<file path="config.mk">
export PLATFORM = sky130hd
export DESIGN_NAME = tsrr_ctrl
export DESIGN_NICKNAME = d
export VERILOG_FILES = /design/src/rtl/core/tsrr_pkg.sv /design/src/rtl/core/tsrr_ctrl.sv
export SDC_FILE = /design/constraint.sdc
export NUM_CORES = 1
export LEC_CHECK = 0
export BUFFER_PORTS_ARGS = -buffer_cell sky130_fd_sc_hd__buf_2
export CELL_PAD_IN_SITES_DETAIL_PLACEMENT = 0
export CELL_PAD_IN_SITES_GLOBAL_PLACEMENT = 2
export CORE_MARGIN = 8
export CORE_UTILIZATION = 23
export CTS_CLUSTER_SIZE = 25
export DETAILED_ROUTE_END_ITERATION = 8
export PLACE_DENSITY_LB_ADDON = 0.1
export SYNTH_ARGS = -nofsm -noshare
export SYNTH_HDL_FRONTEND = slang
export SYNTH_SLANG_ARGS = --single-unit
</file>
<file path="constraint.sdc">
create_clock -name clk -period 1.8 [get_ports clk]
set_input_delay 0.27 -clock clk [delete_from_list [all_inputs] [get_ports clk]]
set_output_delay 0.27 -clock clk [all_outputs]
set_load 0.02 [all_outputs]
</file>
<file path="src/rtl/core/tsrr_pkg.sv">
// tsrr_pkg: shared types and constants of the shortest-root replacer
// datapath command codes, controller status bundle and field codes
// no dependencies
package tsrr_pkg;

  localparam int SYM_W  = 5;
  localparam int FUNC_W = 2;

  localparam int DEF_NODES    = 256;
  localparam int DEF_ALPHABET = 26;

  localparam logic [SYM_W-1:0]  SPACE_CODE  = 5'd26;

  localparam logic [FUNC_W-1:0] FN_INSERT   = 2'd0;
  localparam logic [FUNC_W-1:0] FN_SENTENCE = 2'd1;
  localparam logic [FUNC_W-1:0] FN_CLEAR    = 2'd2;

  typedef enum logic [3:0] {
    DP_NOP,
    DP_LATCH,
    DP_CLEAR,
    DP_RD_INS,
    DP_INS_STEP,
    DP_ZERO_NEW,
    DP_RD_MARK,
    DP_MARK,
    DP_END_WORD,
    DP_RD_MATCH,
    DP_MATCH_STEP,
    DP_EMIT
  } dp_cmd_t;

  typedef struct packed {
    logic [FUNC_W-1:0] func;
    logic              letter_ok;
    logic              last;
    logic              ins_dropped;
    logic              ins_at_root;
    logic              word_matched;
    logic              word_missed;
    logic              child_found;
    logic              pool_full;
    logic              out_free;
  } dp_status_t;

endpackage

</file>
<file path="src/rtl/core/tsrr_ctrl.sv">
// tsrr_ctrl: sequencer for one word at a time
// issues datapath commands from its state and the datapath status
// depends on tsrr_pkg
module tsrr_ctrl (
  input  logic                 clk,
  input  logic                 rst,
  input  logic                 in_valid,
  output logic                 in_ready,
  input  tsrr_pkg::dp_status_t status,
  output tsrr_pkg::dp_cmd_t    cmd
);
  import tsrr_pkg::*;

  typedef enum logic [3:0] {
    S_INIT,
    S_IDLE,
    S_RUN,
    S_INS_STEP,
    S_ZERO,
    S_MARK_WR,
    S_MATCH_STEP
  } state_t;

  state_t state;
  state_t state_next;

  assign in_ready = (state == S_IDLE);

  always_comb begin
    state_next = state;
    cmd        = DP_NOP;
    unique case (state)
      S_INIT: begin
        cmd        = DP_CLEAR;
        state_next = S_IDLE;
      end
      S_IDLE: begin
        if (in_valid) begin
          cmd        = DP_LATCH;
          state_next = S_RUN;
        end
      end
      S_RUN: begin
        unique case (status.func)
          FN_INSERT: begin
            if (status.letter_ok && !status.ins_dropped) begin
              cmd        = DP_RD_INS;
              state_next = S_INS_STEP;
            end else if (status.last && !status.ins_dropped && !status.ins_at_root) begin
              cmd        = DP_RD_MARK;
              state_next = S_MARK_WR;
            end else if (status.last) begin
              cmd        = DP_END_WORD;
              state_next = S_IDLE;
            end else begin
              state_next = S_IDLE;
            end
          end
          FN_SENTENCE: begin
            if (status.letter_ok && !status.word_matched && !status.word_missed) begin
              cmd        = DP_RD_MATCH;
              state_next = S_MATCH_STEP;
            end else if (status.out_free) begin
              cmd        = DP_EMIT;
              state_next = S_IDLE;
            end
          end
          FN_CLEAR: begin
            cmd        = DP_CLEAR;
            state_next = S_IDLE;
          end
          default: begin
            state_next = S_IDLE;
          end
        endcase
      end
      S_INS_STEP: begin
        cmd = DP_INS_STEP;
        if (!status.child_found && !status.pool_full) begin
          state_next = S_ZERO;
        end else begin
          state_next = S_IDLE;
        end
      end
      S_ZERO: begin
        cmd        = DP_ZERO_NEW;
        state_next = S_IDLE;
      end
      S_MARK_WR: begin
        cmd        = DP_MARK;
        state_next = S_IDLE;
      end
      S_MATCH_STEP: begin
        if (status.out_free) begin
          cmd        = DP_MATCH_STEP;
          state_next = S_IDLE;
        end
      end
      default: begin
        state_next = S_INIT;
      end
    endcase
  end

  always_ff @(posedge clk) begin
    if (rst) begin
      state <= S_INIT;
    end else begin
      state <= state_next;
    end
  end

endmodule

</file>
### Word-level counts from Yosys, hierarchy flattened

Index checks and enable logic that the tools add are counted.

* word-level logic and storage cells: 42
* bits in registers: 4

* reduce and logical (&&, ||, !) cells: 15
* eq/ne operators: 9
* multiplexer cells: 17

Operators by type and width (number)
* $mux W4: 9
* $pmux W4 S7: 1
* $pmux W4 S5: 1
* $eq A4 B3 Y1 const B: 3
* $pmux W4 S3: 1
* $mux W3: 3
* $eq A4 B2 Y1 const B: 2
* $pmux W4 S2: 1
* $logic_and A1 B1 Y1: 6
* $logic_not A1 Y1: 6
* $eq A4 B1 Y1 const B: 1
* $logic_not A4 Y1: 1
* $reduce_or A3 Y1: 1
* $eq A2 B1 Y1 const B: 1
* $eq A2 B2 Y1 const B: 1
* $logic_not A2 Y1: 1
* $ne A2 B2 Y1 const B: 1
* $mux W1: 1

### Longest topological paths before layout

Gate-level depths: netlist (run 1).

* depth in word-level cells: 7
* gate-level depth with buffers: 5
* gate-level depth less buffers: 4

### Least setup slack after synthesis (run 1)

OpenSTA, ideal clock, no wires.

* path type: flip-flop to output port
* start: reg state[0]
* end: out cmd[0]
* data arrival time: 1.390 ns
* required time: 1.530 ns
* path slack: 0.140 ns
* cell stages (with the launch flop): 5
* path buffers: 1
* cell sequence: dfxtp_1 buf_6 nand2b_4 or4_1 a21oi_1

* longest elaborated chain between the ends: 2
* elaborated cells on any way between the ends: 8
* those cells by class: eq/ne: 6; mux: 1; reduce/logical: 1

Ends and longest elaborated chain
* start: declaration: line tsrr_ctrl.sv:24 `state_t state;`
* start signal: assignment: line tsrr_ctrl.sv:109 `state <= state_next;`
* $eq A4 B3 Y1 (tied with other cells): line tsrr_ctrl.sv:32 `unique case (state)`
* $pmux W4 S7 (*): line tsrr_ctrl.sv:32
* end: declaration: line tsrr_ctrl.sv:10 `output tsrr_pkg::dp_cmd_t cmd`

Every way passes the cells marked *; elsewhere a longest branch is shown, timed or not.

### Final worst setup path (run 1)

Same ends and word-level chain as after synthesis.

==> results of run 1 <==
[cells in the mapped netlist]
master    instances
o21ai_0          12
a21oi_1           8
dfxtp_1           4
inv_1             3
nand2b_1          3
nor3_1            3
a21boi_0          2
buf_2             2
clkbuf_1          2
nand3_1           2
nor2_1            2
nor2b_1           2
nor4_1            2
o31a_1            2
o32ai_1           2
or3_1             2
a21o_1            1
a31oi_1           1
a32oi_1           1
buf_6             1
conb_1            1
nand2_1           1
nand2b_4          1
nand4_1           1
nor3_2            1
nor3b_1           1
nor4_2            1
o211ai_1          1
o22ai_1           1
or2_2             1
or3b_1            1
or4_1             1
[metal layers]
metal / up-vias / GRT usage / wire length, um
li1: 301 / - / -
met1: 250 / 0.113 / 813
met2: 13 / 0.125 / 670
met3: 0 / 0.0251 / 106
met4: 0 / 0.0390 / 0
met5: - / 0 / 0
[worst paths after layout]
check | cells after the start | endpoint | slack [ns] | start
setup reg to reg | 4 | state[1] | 0.53 | state[2]
hold reg to reg | 3 | state[1] | 0.68 | state[1]
setup / recovery | 4 | cmd[0] | 0.05 | state[0]
hold / removal | 2 | state[0] | 0.26 | rst
[stage by stage]
stage          setup TNS (ns)  power, uW
2_1_floorplan               0        145
3_3_place_gp                0        184
3_5_place_dp                0        183
4_1_cts                     0        296
5_1_grt              -0.00169        314
6_report                    0        293
[power breakdown]
group / leakage [uW] / switching [uW] / total, uW / internal (uW)
sequential: 0.0000337 / 5.52 / 98.4 / 92.9
clock: 0.0000138 / 33.6 / 108 / 74.4
combinational: 0.000206 / 47.7 / 87.1 / 39.3
total: 0.000254 / 86.8 / 293 / 207
[final cells by class]
class,instances,share of cell area
clock buffer,3,0.0342
multi-input combinational,57,0.565
timing repair buffer,23,0.207
sequential,4,0.125
tap,27,0.0513
inverter,3,0.0171
[cell families (layout without fill, tap and decap cells)]
group                  after synthesis  in the layout  synth area share
other                                1              1           0.00789
AND/OR/NAND/NOR                     25             25             0.347
AO/OA/AOI/OAI                       31             31             0.392
flip-flops                           4              4             0.168
buffers and inverters                8             29            0.0842
[worst max-delay path: cells and delay by family (launching register included)]
kind | cells | cell delay [ns]
AOI/OAI and AO/OA | 1 | 0.15
buffers and inverters | 1 | 0.13
DFF | 1 | 0.32
and+or+nand+nor | 2 | 0.65
[timing repair]
item,in CTS,in global routing
gates cloned,0,0
pin swaps,1,0
gates resized for setup,1,7
setup endpoints to repair,1,3
==> results.tsv, run 1 <==
metric	value	unit
DP HPWL	1250	um
IO buf count	18	
Die Height	61.5	um
Slew Limit Fails	0	
Max stage delay on crit path	0.49	ns
Setup crit start kind	register	
post-layout instance area	658	sq um
final non-filler cell total	117	
status	finished clean	
part of the cycle the worst path needs	0.970	
final wirelength	1590	um
Hold Path Class	in -> reg	
initial antenna violation count	0	
Top reg by flops	state	
sequential area share after synthesis	0.168	
hold buffers post-CTS	0	
post-synth cell types	32	
CP max FO	4	
Iter 0 DRT Violations	5	
Final Wtd Congestion	0.776	
top cell type's share of synthesized area	0.168	
synthesized cell area	475	sq um
post-synth net total	83	
Yosys warnings	0	
cts bufs inserted	3	
final setup fails	0	
area occupied by multi-input gates	372	sq um
clk slew on worst S/H paths	0.04	ns
Post-Place Cells	114	
Worst Skew	0.000817	ns
Hold Violations, Final	0	
crit end category	output port	
global-route wire length before repair	2490	um
largest net degree at the start of global routing	14	
share of cells above drive strength 1	0.378	
commonest non-fill, non-tap cell in the layout	buf_2	
MaxCap Viol Count	0	
Power Dens Cells	446	nW/um^2
worst slack at placement	0.0724	ns
DIE WIDTH	61.5	um
Layout area overhead	38.4	%
final core occ	0.335	
Critical Path AT	1.48	ns
core area	1960	sq um
DRT antenna net count	0	
I/O pin cnt	19	
synthesized area per cell	6.89	sq um
fillers	254	
CTS sink count	4	
vias per cell	4.82	
RSZ-0062 raised after global routing	yes	
H-tree levels	1	
slowest stage cell, crit path	or4_4	
maximum VDD drop	123	uV
CP Cell Sequence	nand2b_4 > or4_4 > a21oi_2 > buf_6	
TritonCTS clock tree	yes	
residual DRC count	0	
Lkg Pwr	0.000254	uW
FP Rows	16	
DR pass1 iterations	2	
Fmax	0.573	GHz
final net count	106	
CTS max path bufs	2	
worst hold slack	0.259	ns
most frequent cells in the layout	16 x buf_2, 12 x o21ai_0, 7 x a21oi_1	
minimum clock period	1.75	ns
dominant cell type by area after synthesis	dfxtp_1	
total number of vias	564	
grt ovf	0	
Starting Density	0.242	
vias in the first global route	577	
register area	82.6	sq um
Req. time, crit path	1.53	ns
Diodes inserted	0	
gr usage total	0.0859	
Clock Latency Late Sink	0.23	ns
DP Area	608	sq um
top post-synthesis cells by area	dfxtp_1 17%, o21ai_0 13%, a21oi_1 8.4%	
Largest regs	state: 4 flops	
final worst slack	0.0547	ns
Largest register FFs	4	
total die area	3780	sq um
Syn Inst Count	69	
Setup Buffers After CTS	0	
drt wl/cell	13.6	um
clock root cell	clkbuf_4	
Crit Path Category	reg -> out	
synthesized flop and latch total	4	
No activity file was read; power rests on OpenSTA's default activity.
==> inputs of run 2 (changes only) <==
- ABC_AREA: not set -> 1
- CORE_UTILIZATION: 23 -> 21
==> run 2 against run 1 <==
- power decreased by 3.7%
- clock skew increased by 0.00065 ns
- critical path depth grew 3
- wire length fell by 4.9%
- clock power about the same
- flip-flop and latch count unchanged
==> results.tsv, run 2 <==
metric	value	unit
Slew Limit Fails	0	
Clock Latency Late Sink	0.23	ns
status	finished clean	
DR pass1 iterations	2	
post-layout instance area	664	sq um
Clk network pwr share	0.379	
part of the cycle the worst path needs	0.917	
IO buf count	18	
fillers	301	
Lkg Pwr	0.000392	uW
Syn Inst Count	97	
Synth Flop Type	dfxtp_1	
Largest regs	state: 4 flops	
worst path bufs/invs	2	
total die area	4290	sq um
Hold Path Class	in -> reg	
Post-synth ARST share	0	
H-tree levels	1	
NetSw	85.9	uW
Post-Place Cells	145	
largest family of logic cells by synthesized area	simple AND/OR/NAND/NOR gates	
synthesized area per cell	5.30	sq um
MaxCap Viol Count	0	
Synth Area in XOR/XNOR	0	
DRT antenna net count	0	
Iter 0 DRT Violations	15	
Layout area overhead	29.2	%
synthesized cell area	514	sq um
post-synth cell types	17	
Req. time, crit path	1.53	ns
largest net degree at the start of global routing	7	
post-CTS sizing	0	
Max stage delay on crit path	0.35	ns
Hold Violations, Final	0	
vias in the first global route	636	
Combinational Power Share	0.273	
initial antenna violation count	0	
clk slew on worst S/H paths	0.04	ns
top cell type's share of synthesized area	0.161	
final setup fails	0	
Yosys warnings	0	
register area	80.1	sq um
RSZ-0062 raised after global routing	no	
I/O pin cnt	19	
CP max FO	6	
Setup Buffers After CTS	0	
Critical Path AT	1.38	ns
FP Rows	18	
slowest stage cell, crit path	dfxtp_1	
most frequent cells in the layout	22 x nand2_1, 20 x inv_1, 18 x buf_2	
hold buffers post-CTS	0	
final wirelength	1510	um
commonest non-fill, non-tap cell in the layout	nand2_1	
most frequent cell after synthesis	nand2_1	
vias per cell	4.13	
switching share of power	0.304	
Post-Synth Adder-Cell Area	0	
area occupied by multi-input gates	352	sq um
Worst Skew	0.00147	ns
share of cells above drive strength 1	0.271	
cts bufs inserted	3	
residual DRC count	0	
Sequential Power Share	0.348	
minimum clock period	1.65	ns
Post-synth EDFFs	0	
CTS max path bufs	2	
final net count	134	
CP Cell Sequence	inv_1 > nand2_2 > nor2_4 > o21a_1 > o21ai_0 > nand2_1 > buf_2	
post-synthesis mux area share	0	
clock root cell	clkbuf_4	
global-route wire length before repair	2640	um
DP HPWL	1350	um
core area	2390	sq um
DIE WIDTH	65.5	um
TritonCTS clock tree	yes	
internal power	197	uW
Final Wtd Congestion	0.782	
dominant cell type by area after synthesis	nand2_1	
drt wl/cell	10.2	um
final non-filler cell total	148	
CTS sink count	4	
Reg2Reg Setup Slack	0.66	ns
post-synth net total	111	
gr usage total	0.0756	
crit end category	output port	
Power Dens Cells	425	nW/um^2
synthesized flop and latch total	4	
Largest register FFs	4	
Setup crit start kind	register	
DP Area	642	sq um
total number of vias	611	
simple-gate area share of the yosys netlist	0.564	
Starting Density	0.215	
top post-synthesis cells by area	nand2_1 16%, dfxtp_1 16%, inv_1 15%	
Diodes inserted	0	
Die Height	65.5	um
top cells by count, synth	22 x nand2_1, 20 x inv_1, 15 x nand3_1	
Fmax	0.606	GHz
Synth Area in Compound Gates	0.112	
Crit Path Category	reg -> out	
Final TNS setup	0	ns
CP delay by family, top	flip-flops	
grt ovf	0	
sequential area share after synthesis	0.156	
maximum VDD drop	280	uV
Top reg by flops	state	
==> run 2: cell count changes in the layout (fill, tap and decap cells not counted), sizes merged, moves of 5 or more <==
cell   change
nand3     +14
inv       +19
nor2      +15
o21ai      -8
nand2     +24
buf        -5
==> run 2: power by group through the flow <==
stage / Sequential, uW / Combinational [uW] / Clock (uW)
after floorplan: 98.3 / 46.0 / 0
after global placement: 99.5 / 79.2 / 0
after detailed placement: 99.4 / 78.2 / 0
after CTS: 98.0 / 78.4 / 113
after global routing: 98.9 / 88.6 / 126
final: 98.3 / 77.2 / 107
==> run 2: cell families after synthesis <==
logic type | after synthesis
flip-flops | 4
buffers and inverters | 22
AND/OR/NAND/NOR | 60
other | 1
AO/OA/AOI/OAI | 10
==> run 2: final cells by class <==
| class | instances | area share |
|---|---|---|
| Multi-Input combinational cell | 71 | 0.529 |
| Timing Repair Buffer | 18 | 0.136 |
| Inverter | 22 | 0.124 |
| Sequential cell | 4 | 0.121 |
| Tap cell | 30 | 0.0565 |
| Clock buffer | 3 | 0.0339 |
==> run 2: final timing paths <==
check | start | endpoint | depth (start not counted)
max | state[0] | cmd[3] | 7
min | rst | state[0] | 2
max reg2reg | state[0] | state[1] | 5
min reg2reg | state[1] | state[1] | 4
==> run 2: layer usage <==
layer	share of wire	track usage	vias up
met1	0.48	0.0908	258
met2	0.46	0.121	9
met4	0.0026	0.0327	0
li1	-	-	342
met5	0	0	-
met3	0.058	0.0238	2
==> run 2: per-stage QoR <==
stage | hold slack [ns] | worst slack [ns] | power (uW) | util
2_1_floorplan | 0.339 | 0.439 | 144 | -
3_3_place_gp | 0.466 | 0.341 | 179 | 0.269
3_5_place_dp | 0.470 | 0.319 | 178 | 0.269
4_1_cts | 0.224 | 0.131 | 290 | 0.278
5_1_grt | 0.238 | 0.00681 | 314 | 0.278
6_report | 0.234 | 0.149 | 283 | 0.278
